--- src/a1p_pkg.sv ---
// constants, widths and shared types of the a1 cell reference parser
`timescale 1ns / 1ps

package a1p_pkg;

   localparam int MAX_ROW_COUNT = 16384;
   localparam int MAX_COL_COUNT = 16384;
   localparam int MAX_LETTERS   = 3;

   localparam int RADIX_COL = 26;
   localparam int RADIX_ROW = 10;

   // field widths of the result word, and the character width
   localparam int POS_W   = 15;
   localparam int CH_W    = 8;
   localparam int RSP_W   = 32;

   // accumulators saturate one above their bound
   localparam int ROW_CAP   = MAX_ROW_COUNT + 1;
   localparam int COL_CAP   = MAX_COL_COUNT + 1;
   localparam int ROW_ACC_W = $clog2(ROW_CAP + 1);
   localparam int COL_ACC_W = $clog2(COL_CAP + 1);
   localparam int ROW_V_W   = $clog2(ROW_CAP * RADIX_ROW + RADIX_ROW);
   localparam int COL_V_W   = $clog2(COL_CAP * RADIX_COL + RADIX_COL + 1);
   localparam int LCNT_W    = $clog2(MAX_LETTERS + 1);

   // character codes
   localparam logic [CH_W-1:0] CHAR_UPPER_A = 8'h41;
   localparam logic [CH_W-1:0] CHAR_UPPER_Z = 8'h5A;
   localparam logic [CH_W-1:0] CHAR_LOWER_A = 8'h61;
   localparam logic [CH_W-1:0] CHAR_LOWER_Z = 8'h7A;
   localparam logic [CH_W-1:0] CHAR_ZERO    = 8'h30;
   localparam logic [CH_W-1:0] CHAR_NINE    = 8'h39;
   // 'A' - 1, so that A maps to column digit 1
   localparam logic [CH_W-1:0] CHAR_COL_BASE = 8'h40;

   // parse status handed from the scanner to the result stage
   typedef struct packed {
      logic                 fire;
      logic                 bad;
      logic                 has_letters;
      logic                 digit_seen;
      logic [ROW_ACC_W-1:0] row_acc;
      logic [COL_ACC_W-1:0] col_acc;
   } name_end_type;

endpackage

--- src/a1p_scan.sv ---
// character scanner: parse state registers and their per-character update
`timescale 1ns / 1ps

module a1p_scan (
   input  logic                                clock,
   input  logic                                reset,
   input  logic                                accept,
   input  logic [a1p_pkg::CH_W-1:0]            ch,
   input  logic                                last,
   output a1p_pkg::name_end_type               name_end
);

   logic                              in_digits_ff, in_digits_in;
   logic [a1p_pkg::LCNT_W-1:0]        lcnt_ff, lcnt_in;
   logic [a1p_pkg::COL_ACC_W-1:0]     col_ff, col_in;
   logic [a1p_pkg::ROW_ACC_W-1:0]     row_ff, row_in;
   logic                              seen_ff, seen_in;
   logic                              bad_ff, bad_in;

   logic                              is_upper, is_lower, is_digit;
   logic [a1p_pkg::COL_V_W-1:0]       col_v;
   logic [a1p_pkg::ROW_V_W-1:0]       row_v;
   logic [a1p_pkg::COL_ACC_W-1:0]     col_sat;
   logic [a1p_pkg::ROW_ACC_W-1:0]     row_sat;
   logic                              dp_bad, dp_seen;
   logic [a1p_pkg::ROW_ACC_W-1:0]     dp_row;

   assign is_upper = (ch >= a1p_pkg::CHAR_UPPER_A) && (ch <= a1p_pkg::CHAR_UPPER_Z);
   assign is_lower = (ch >= a1p_pkg::CHAR_LOWER_A) && (ch <= a1p_pkg::CHAR_LOWER_Z);
   assign is_digit = (ch >= a1p_pkg::CHAR_ZERO) && (ch <= a1p_pkg::CHAR_NINE);

   // multiply-add with saturation for both accumulators
   assign col_v = a1p_pkg::COL_V_W'(col_ff) * a1p_pkg::COL_V_W'(a1p_pkg::RADIX_COL)
                + a1p_pkg::COL_V_W'(5'(ch - a1p_pkg::CHAR_COL_BASE));
   assign row_v = a1p_pkg::ROW_V_W'(row_ff) * a1p_pkg::ROW_V_W'(a1p_pkg::RADIX_ROW)
                + a1p_pkg::ROW_V_W'(4'(ch - a1p_pkg::CHAR_ZERO));
   assign col_sat = (col_v > a1p_pkg::COL_V_W'(a1p_pkg::COL_CAP))
                  ? a1p_pkg::COL_ACC_W'(a1p_pkg::COL_CAP) : a1p_pkg::COL_ACC_W'(col_v);
   assign row_sat = (row_v > a1p_pkg::ROW_V_W'(a1p_pkg::ROW_CAP))
                  ? a1p_pkg::ROW_ACC_W'(a1p_pkg::ROW_CAP) : a1p_pkg::ROW_ACC_W'(row_v);

   // digit phase outcome, shared by both phases
   assign dp_bad  = bad_ff | ~is_digit | (is_digit & ~seen_ff & (ch == a1p_pkg::CHAR_ZERO));
   assign dp_seen = seen_ff | is_digit;
   assign dp_row  = is_digit ? row_sat : row_ff;

   always_comb begin
      in_digits_in = in_digits_ff;
      lcnt_in      = lcnt_ff;
      col_in       = col_ff;
      row_in       = row_ff;
      seen_in      = seen_ff;
      bad_in       = bad_ff;
      if (!in_digits_ff) begin
         if (is_upper || is_lower) begin
            if (is_lower || (lcnt_ff >= a1p_pkg::LCNT_W'(a1p_pkg::MAX_LETTERS))) begin
               bad_in = 1'b1;
            end else begin
               col_in = col_sat;
            end
            if (lcnt_ff < a1p_pkg::LCNT_W'(a1p_pkg::MAX_LETTERS)) begin
               lcnt_in = lcnt_ff + a1p_pkg::LCNT_W'(1);
            end
         end else begin
            // first non-letter ends the column part
            in_digits_in = 1'b1;
            bad_in       = dp_bad | (lcnt_ff == '0);
            seen_in      = dp_seen;
            row_in       = dp_row;
         end
      end else begin
         bad_in  = dp_bad;
         seen_in = dp_seen;
         row_in  = dp_row;
      end
   end

   always_ff @(posedge clock) begin
      if (reset || (accept && last)) begin
         in_digits_ff <= 1'b0;
         lcnt_ff      <= '0;
         col_ff       <= '0;
         row_ff       <= '0;
         seen_ff      <= 1'b0;
         bad_ff       <= 1'b0;
      end else if (accept) begin
         in_digits_ff <= in_digits_in;
         lcnt_ff      <= lcnt_in;
         col_ff       <= col_in;
         row_ff       <= row_in;
         seen_ff      <= seen_in;
         bad_ff       <= bad_in;
      end
   end

   assign name_end.fire        = accept & last;
   assign name_end.bad         = bad_in;
   assign name_end.has_letters = (lcnt_in != '0);
   assign name_end.digit_seen  = seen_in;
   assign name_end.row_acc     = row_in;
   assign name_end.col_acc     = col_in;

endmodule

--- src/a1p_out.sv ---
// result stage: range check, zero-based conversion and the result register
`timescale 1ns / 1ps

module a1p_out (
   input  logic                          clock,
   input  logic                          reset,
   input  a1p_pkg::name_end_type         name_end,
   input  logic                          rsp_tready,
   output logic                          rsp_tvalid,
   output logic [a1p_pkg::RSP_W-1:0]     rsp_tdata,
   output logic                          slot_free
);

   logic                          vld_ff, vld_in;
   logic [a1p_pkg::RSP_W-1:0]     data_ff, data_in;
   logic                          ok;
   logic [a1p_pkg::POS_W-1:0]     row_pos, col_pos;

   assign ok = ~name_end.bad & name_end.has_letters & name_end.digit_seen
             & (name_end.col_acc >= a1p_pkg::COL_ACC_W'(1))
             & (name_end.col_acc <= a1p_pkg::COL_ACC_W'(a1p_pkg::MAX_COL_COUNT))
             & (name_end.row_acc >= a1p_pkg::ROW_ACC_W'(1))
             & (name_end.row_acc <= a1p_pkg::ROW_ACC_W'(a1p_pkg::MAX_ROW_COUNT));

   assign row_pos = ok ? a1p_pkg::POS_W'(name_end.row_acc - a1p_pkg::ROW_ACC_W'(1)) : '1;
   assign col_pos = ok ? a1p_pkg::POS_W'(name_end.col_acc - a1p_pkg::COL_ACC_W'(1)) : '1;

   assign slot_free = ~vld_ff | rsp_tready;

   always_comb begin
      vld_in  = vld_ff & ~rsp_tready;
      data_in = data_ff;
      if (name_end.fire) begin
         vld_in  = 1'b1;
         data_in = {1'b0, col_pos, row_pos, ok};
      end
   end

   always_ff @(posedge clock) begin
      if (reset) begin
         vld_ff <= 1'b0;
      end else begin
         vld_ff <= vld_in;
      end
   end

   always_ff @(posedge clock) begin
      data_ff <= data_in;
   end

   assign rsp_tvalid = vld_ff;
   assign rsp_tdata  = data_ff;

endmodule

--- src/a1_cell_reference_parser_top.sv ---
// top level of the a1 cell reference parser
`timescale 1ns / 1ps

// channel  | ports                               | word
// ---------+-------------------------------------+------------------------------------
// req      | req_tvalid req_tready req_tdata     | one character, tlast on the last
//          | req_tlast                           | character of the name
// rsp      | rsp_tvalid rsp_tready rsp_tdata     | one parse result per name
//
// one character per cycle while req_tready is high; each character is folded into the parse
// registers by a single multiply-add and saturate, and a last character writes the result
// register in the same cycle, so a result shows in the cycle after its last character
// reset (synchronous, active high) clears the parse state and empties the result
// register; no result is lost when rsp stalls: req_tready drops only while a result
// is held and rsp_tready is low

module a1_cell_reference_parser_top (
   input  logic                           clock,
   input  logic                           reset,
   input  logic                           req_tvalid,
   output logic                           req_tready,
   input  logic [7:0]                     req_tdata,   // [7:0] ch
   input  logic                           req_tlast,   // last
   output logic                           rsp_tvalid,
   input  logic                           rsp_tready,
   output logic [a1p_pkg::RSP_W-1:0]      rsp_tdata    // [0] valid_res, [15:1] row,
                                                       // [30:16] col, [31] zero
);

   a1p_pkg::name_end_type name_end;
   logic                  slot_free;
   logic                  accept;

   // a character is taken whenever the result register can take a result
   assign req_tready = slot_free;
   assign accept     = req_tvalid & slot_free;

   // parse state and per-character update
   a1p_scan u_scan (
      .clock    (clock),
      .reset    (reset),
      .accept   (accept),
      .ch       (req_tdata),
      .last     (req_tlast),
      .name_end (name_end)
   );

   // range check and result register
   a1p_out u_out (
      .clock      (clock),
      .reset      (reset),
      .name_end   (name_end),
      .rsp_tready (rsp_tready),
      .rsp_tvalid (rsp_tvalid),
      .rsp_tdata  (rsp_tdata),
      .slot_free  (slot_free)
   );

endmodule

--- config.mk ---
export PLATFORM = sky130hd
export DESIGN_NAME = a1_cell_reference_parser_top
export DESIGN_NICKNAME = d
export VERILOG_FILES = /design/src/a1p_pkg.sv /design/src/a1p_scan.sv /design/src/a1p_out.sv /design/src/a1_cell_reference_parser_top.sv
export SDC_FILE = /design/constraint.sdc
export NUM_CORES = 1
export LEC_CHECK = 0
export ABC_AREA = 1
export BUFFER_PORTS_ARGS = -buffer_cell sky130_fd_sc_hd__buf_4
export CORE_UTILIZATION = 64
export DETAILED_ROUTE_END_ITERATION = 6
export MAX_ROUTING_LAYER = met4
export PLACE_DENSITY = 0.9
export SLEW_MARGIN = 40
export SYNTH_ARGS = -nofsm -noshare
export SYNTH_HDL_FRONTEND = slang
export SYNTH_SLANG_ARGS = --single-unit
--- constraint.sdc ---
create_clock -name clock -period 4.9 [get_ports clock]
set_input_delay 1.225 -clock clock [delete_from_list [all_inputs] [get_ports clock]]
set_output_delay 1.225 -clock clock [all_outputs]
set_load 0.03 [all_outputs]
# --- After elaboration in Yosys (flattened, before gate mapping) ---
# Index checks and enable logic that the tools add are counted.
# Widths: inputs -> output; s select.
word_totals:
  output_inout_bits: 34
  wordCells: 82
  in_bits: 13
  register_bits: 67
classes:
  eq_ne: 1
  n_mul: 2
  n_reduce_logical: 9
  bitwise_logic: 21
  n_lt_le_gt_ge: 14
  add_sub_neg: 7
  muxes: 19
op_table:
  columns: ["op", "count"]
  rows:
  - ["$mux 15", 8]
  - ["$ge 15x1->1 const B", 2]
  - ["$le 15x15->1 const B", 2]
  - ["$sub 15x1->15 const B", 2]
  - ["$add 19x5->19", 1]
  - ["$gt 19x15->1 const B", 1]
  - ["$add 18x4->18", 1]
  - ["$gt 18x15->1 const B", 1]
  - ["$mul 15x4->18 const B", 1]
  - ["$mul 15x3->17 const B", 1]
  - ["$ge 8x7->1 const B", 2]
  - ["$le 8x7->1 const B", 2]
  - ["$and 1x1->1", 11]
  - ["$eq 8x6->1 const B", 1]
  - ["$ge 8x6->1 const B", 1]
  - ["$le 8x6->1 const B", 1]
  - ["$mux 1", 8]
  - ["$mux 2", 3]
  - ["$not 1->1", 5]
  - ["$or 1x1->1", 5]
  - ["$sub 5x1->5 const B", 1]
  - ["$logic_and 1x1->1", 4]
  - ["$sub 4x1->4 const B", 1]
  - ["$logic_or 1x1->1", 3]
  - ["other kinds (5)", 5]

# --- Depth between registers and ports, before layout ---
depth:
  word_depth: 15
  mapped_depth: 34
  mapped_depth_nobuf: 33

# --- Hierarchy ---
# From an unflattened synthesis, not the netlist that was laid out.
unflattened:
  hier_cells: 1187
  hier_area_um2: 7881.3
by_module_without_submodules:
  columns: ["module", "seq_area_each_um2", "cells_per_inst", "n_inst", "area_each_um2"]
  rows:
  - ["a1p_scan", 700.7, 942, 1, 5597.9]
  - ["a1p_out", 950.9, 243, 1, 2275.9]
  - ["a1_cell_reference_parser_top", 0.0, 2, 1, 7.5]

# --- Least setup slack after synthesis ---
# Ideal clock, no wire load.
synth_timing:
  kind: "flip-flop to flip-flop"
  from: "register u_scan.col_ff[1] in the netlist's numbering"
  to: "register u_out.data_ff (netlist bit u_out.rsp_tdata[26]) (data pin)"
  arrival_time_ps: 4096
  synth_period_minus_slack_ps: 4357
  slack_ps: 543
  required_ps: 4639
  path_stages_with_launch: 27
  n_path_buf: 1
  setup_time_ps: 261
  path_cell_list: "dfxtp_1 > ha_1 > fa_1 > fa_1 > nand2_1 > inv_1 > nand4_1 > nand2_1 > nand3_1 > nor2_2 > nand2_1 > nor2_4 > nand2_1 > nand2_1 > nand2_1 > nor2_2 > nand3_4 > o21ai_2 > ha_1 > nand2_1 > nor2_1 > nand2_1 > nand2_1 > nand2_2 > nor2_8 > buf_8 > nand3_2"
synth_between:
  elab_chain_len: 12
  elab_cells_between_ends: 14
  classes_between: "2 x add/sub; 1 x mul; 3 x order compare; 4 x mux; 4 x bitwise"
synth_rtl:
  columns: ["element", "line", "source"]
  rows:
  - ["from (decl)", "a1p_scan.sv:15", "logic [a1p_pkg::COL_ACC_W-1:0] col_ff, col_in;"]
  - ["from (signal assigned)", "a1p_scan.sv:89", "col_ff <= col_in;"]
  - ["$mul 15x4->18", "a1p_scan.sv:33", "assign col_v = a1p_pkg::COL_V_W'(col_ff) * a1p_pkg::COL_V_W'(a1p_pkg::RADIX_COL)"]
  - ["$add 19x5->19", "a1p_scan.sv:34", "+ a1p_pkg::COL_V_W'(5'(ch - a1p_pkg::CHAR_COL_BASE));"]
  - ["$gt 19x15->1", "a1p_scan.sv:37", "assign col_sat = (col_v > a1p_pkg::COL_V_W'(a1p_pkg::COL_CAP))"]
  - ["$mux 15", "a1p_scan.sv:38", "? a1p_pkg::COL_ACC_W'(a1p_pkg::COL_CAP) : a1p_pkg::COL_ACC_W'(col_v);"]
  - ["$mux 15", "a1p_scan.sv:56", "if (is_lower || (lcnt_ff >= a1p_pkg::LCNT_W'(a1p_pkg::MAX_LETTERS))) begin"]
  - ["$mux 15", "a1p_scan.sv:55", "if (is_upper || is_lower) begin"]
  - ["$mux 15 (*)", "a1p_scan.sv:54", "if (!in_digits_ff) begin"]
  - ["$ge 15x1->1", "a1p_out.sv:20", "& (name_end.col_acc >= a1p_pkg::COL_ACC_W'(1))"]
  - ["$and 1x1->1", "a1p_out.sv:20", null]
  - ["$and 1x1->1", "a1p_out.sv:21", "& (name_end.col_acc <= a1p_pkg::COL_ACC_W'(a1p_pkg::MAX_COL_COUNT))"]
  - ["$and 1x1->1", "a1p_out.sv:22", "& (name_end.row_acc >= a1p_pkg::ROW_ACC_W'(1))"]
  - ["$and 1x1->1", "a1p_out.sv:23", "& (name_end.row_acc <= a1p_pkg::ROW_ACC_W'(a1p_pkg::MAX_ROW_COUNT));"]
  - ["to (signal assigned)", "a1p_out.sv:48", "data_ff <= data_in;"]
  - ["to (decl)", "a1p_out.sv:15", "logic [a1p_pkg::RSP_W-1:0] data_ff, data_in;"]
# Mark *: on every way between the ends. The rest lies on a longest branch, timed or not.
# A chain may end at the register's enable or synchronous reset.

# --- Worst setup path after layout ---
layout_timing:
  from: "register u_scan.col_ff[1] in the netlist's numbering"
  to: "register u_out.data_ff (netlist bit u_out.rsp_tdata[16]) (data pin)"
# Same word-level chain as after synthesis.

==> impl_metrics.toml <==
[yosys]
postSynthAreaPerCell_sq_um = 6.33
netlist_instances = 1322
syn-num-nets = 1421
postSynth.asyncResetShare_pct = 0
synth_warnings = 0
ys_dominant_reg_cell = "sky130_fd_sc_hd__dfxtp_1"
synth-edff-count = 31
synth_largest_type_area_fraction_pct = 16.6
synth_sequential_area_ratio_pct = 19.7
postSynthRegisterBits = 67
yosys.area.top_type = "sky130_fd_sc_hd__nand2_1"
distinct_cell_type_count_after_synthesis = 51
syn-cell-area_sq_mm = 0.00837
largest_cells_by_area_after_synthesis = "sky130_fd_sc_hd__nand2_1 (17%), sky130_fd_sc_hd__edfxtp_1 (11%), sky130_fd_sc_hd__inv_1 (11%), sky130_fd_sc_hd__ha_1 (11%), sky130_fd_sc_hd__dfxtp_1 (8.6%)"

[cells_and_area]
layout.cells.most_common = "sky130_fd_sc_hd__nand2_1"
multi_input_area_sq_mm = 0.00594
fin_cells = 1567
fillCellCount = 883
antenna-diode-count = 0
commonest_non_fill_non_tap_cells_in_the_layout = "sky130_fd_sc_hd__nand2_1 (357), sky130_fd_sc_hd__inv_1 (245), sky130_fd_sc_hd__nor2_1 (131)"
final-seq-area_sq_mm = 0.00166
layout.nets = 1489
area_delta_synth_final_pct = 17.3
finished_core_util_pct = 77.5
layout-drive-gt1-share_pct = 19.6

[placement]
placedCellCount = 1535
gp_routability_congestion = 1.02
port_buffers = 45
dp_worst_setup_slack_ns = 0.0610
place_hpwl_um = 17100

[detailed_routing]
post_detailed_route_count_of_antenna_violating_nets = 0
detailedRoute.firstPassIterationCount = 7
detailedRoute.firstIterationViolations = 1091
wl_per_cell_um = 16.8
route.detailed.drc = 1
viasPerCell = 5.90
detail_route.wirelength_um = 26400
via_count = 9240

[critical_path]
cp_top_family = "simple AND/OR/NAND/NOR gates"
worstReg2RegEnd = "u_out.rsp_tdata[16]$_SDFFCE_PN1P_"
path_depth = 25
reg2regPathDepth = 25
reg2reg_slack_ns = -0.05
critical_path_arrival_ns = 5.05
critical_path.endpoint_type = "flip-flop"
setup.worst_path.start_class = "flip-flop"
data_required_time_at_the_worst_endpoint_ns = 4.99
crit_path_max_fanout = 7
r2r_start = "u_scan.col_ff[1]$_SDFFE_PP0P_"
worst_path_largest_cell_delay_ns = 0.61
worst-path-buf-inv = 3
slowest_stage = "sky130_fd_sc_hd__fa_2"
timing.setup.critical_path_class = "reg -> reg"
crit_path_frequent_cell = "sky130_fd_sc_hd__nand2_1"

[timing]
relSlewSlack_pct = 51.0
max_frequency_ghz = 0.202
endpoints_failing_hold = 0
clock_skew_ns = 0.00910
finalWorstPathRequiredPeriod_ns = 4.95
layout_setup_ws_ns = -0.0548
drv_slew = 0
worst_slew_pin_slew_ns = 0.717
report.final.setup_viol = 30
period_share_pct = 101

[outcome]
result_of_the_run = "finished with violations"
violations = "DRC, setup timing"

[worst_hold_path]
timing.hold.worst.start = "u_scan.bad_ff$_SDFFE_PP0P_"
hold_path_depth = 2
hold_end = "u_scan.bad_ff$_SDFFE_PP0P_"
holdCritPathClass = "reg -> reg"

[floorplanning]
fp.dieH_um = 116
floorplan.initialDensity_pct = 66.1
die-width_um = 116
die_area_sq_mm = 0.0135
ioPinCount = 47
standard_cell_rows = 41
core-area_sq_mm = 0.0127

[global_routing]
grt_start_max_net_pins = 40
antenna_found_initial = 0
grt_pass1_vias = 8433
grt_use_total_pct = 35.6
grt_first_pass_wirelength_um = 36900
globalRouteOverflowTotal = 0

[clock_network]
clkLatencyLatePin_ns = 0.34
cts_tree = "yes"
cts_root_buf = "sky130_fd_sc_hd__clkbuf_16"
clk_pin_slew_worst_paths_ns = 0.06
clock_sinks = 67
ctsLongestPathBuffers = 2
ctsHtreeMaxLevel = 3
cts_made_buffers = 9

[run]
drv_cap = 0

[power]
power.leakage_uw = 0.00511
post-layout-total-power_uw = 2530
power-per-cell-area_mw_per_mm2 = 257
vdd_ir_drop_max_mv = 0.217
-- how the worst max path moves through the flow --
stage / from / end
global placement: u_scan.col_ff[1]$_SDFFE_PP0P_ / u_out.rsp_tdata[8]$_SDFFCE_PN1P_
floorplan: u_scan.col_ff[1]$_SDFFE_PP0P_ / u_out.rsp_tdata[26]$_SDFFCE_PN1P_
finish: u_scan.col_ff[1]$_SDFFE_PP0P_ / u_out.rsp_tdata[16]$_SDFFCE_PN1P_
detailed placement: req_tdata[1] / u_out.rsp_tdata[11]$_SDFFCE_PN1P_
global route: u_scan.col_ff[1]$_SDFFE_PP0P_ / u_out.rsp_tdata[24]$_SDFFCE_PN1P_
CTS: u_scan.col_ff[1]$_SDFFE_PP0P_ / u_out.rsp_tdata[19]$_SDFFCE_PN1P_
-- routing by layer --
layer	track usage (%)	vias up	wire length, um
met2	62.5	588	13100
met3	6.49	214	2140
met5	-	-	0
met4	23.7	0	2090
met1	36.1	4152	8980
li1	-	4286	-
-- cell type report --
type                            instances  share of cell area, %
Multi-Input combinational cell        977                   60.5
Timing Repair Buffer                   83                   7.81
Inverter                              252                   9.66
Clock inverter                          3                  0.395
Tap cell                              172                   2.19
Clock buffer                           13                   2.55
Sequential cell                        67                   16.9
-- state kept, by name, summed over array words and instances, names as in the netlist --
name,cells
u_out.rsp_tdata,31
u_scan.in_digits_ff,1
u_scan.row_ff,15
u_out.rsp_tvalid,1
u_scan.seen_ff,1
u_scan.bad_ff,1
u_scan.col_ff,15
u_scan.lcnt_ff,2
-- worst min-delay path: cells and delay by family (launching register included) --
kind / cells / cell delay (ns)
flip-flops: 1 / 0.32
AND/OR/NAND/NOR: 1 / 0.07
AO/OA/AOI/OAI: 1 / 0.04
-- what timing repair did --
item	in CTS	in global routing
hold buffers	0	0
buffers inserted	0	12
setup endpoints to repair	0	31
resized for setup	0	92
-- power by group --
group	switching, uW	internal, uW	leakage (uW)
clock	246	406	0.000141
combinational	817	417	0.00441
sequential	29.8	611	0.000558
total	1090	1430	0.00511
-- through the flow --
stage | TNS [ns] | cell area [sq um] | hold slack, ns
2_1_floorplan | 0 | 8370 | 0.432
3_3_place_gp | 0 | 8950 | 0.443
3_5_place_dp | 0 | 8950 | 0.462
4_1_cts | 0 | 9240 | 0.474
5_1_grt | -7.60 | 9820 | 0.506
6_report | -0.772 | 9820 | 0.470
-- synthesized netlist by cell type (7+ instances only) --
cell type,n
sky130_fd_sc_hd__edfxtp_1,31
sky130_fd_sc_hd__nand4_1,24
sky130_fd_sc_hd__clkbuf_1,14
sky130_fd_sc_hd__nor3_1,8
sky130_fd_sc_hd__ha_1,71
sky130_fd_sc_hd__xor2_1,21
sky130_fd_sc_hd__a21oi_1,45
sky130_fd_sc_hd__o21ai_0,30
sky130_fd_sc_hd__o211ai_1,7
sky130_fd_sc_hd__nor2_1,151
sky130_fd_sc_hd__nand3_1,96
sky130_fd_sc_hd__nand2_1,371
sky130_fd_sc_hd__fa_1,15
sky130_fd_sc_hd__nand3_2,35
sky130_fd_sc_hd__nand2_2,19
sky130_fd_sc_hd__inv_1,246
sky130_fd_sc_hd__o21bai_1,10
sky130_fd_sc_hd__dfxtp_1,36
sky130_fd_sc_hd__o21ai_2,7
sky130_fd_sc_hd__nor2_2,24
-- cells by family (layout without fill, tap and decap cells) --
family                   Yosys count  in the layout  share of synthesized area, %
AO/OA/AOI/OAI                    114            114                          8.08
XOR/XNOR                          26             26                          2.90
buffers and inverters            278            351                          13.6
AND/OR/NAND/NOR                  750            750                          41.5
flip-flops                        67             67                          19.7
adder cells (fa/ha/maj)           86             86                          14.2
other                              1              1                        0.0448
Note: power is estimated with default switching activity, not from simulation.
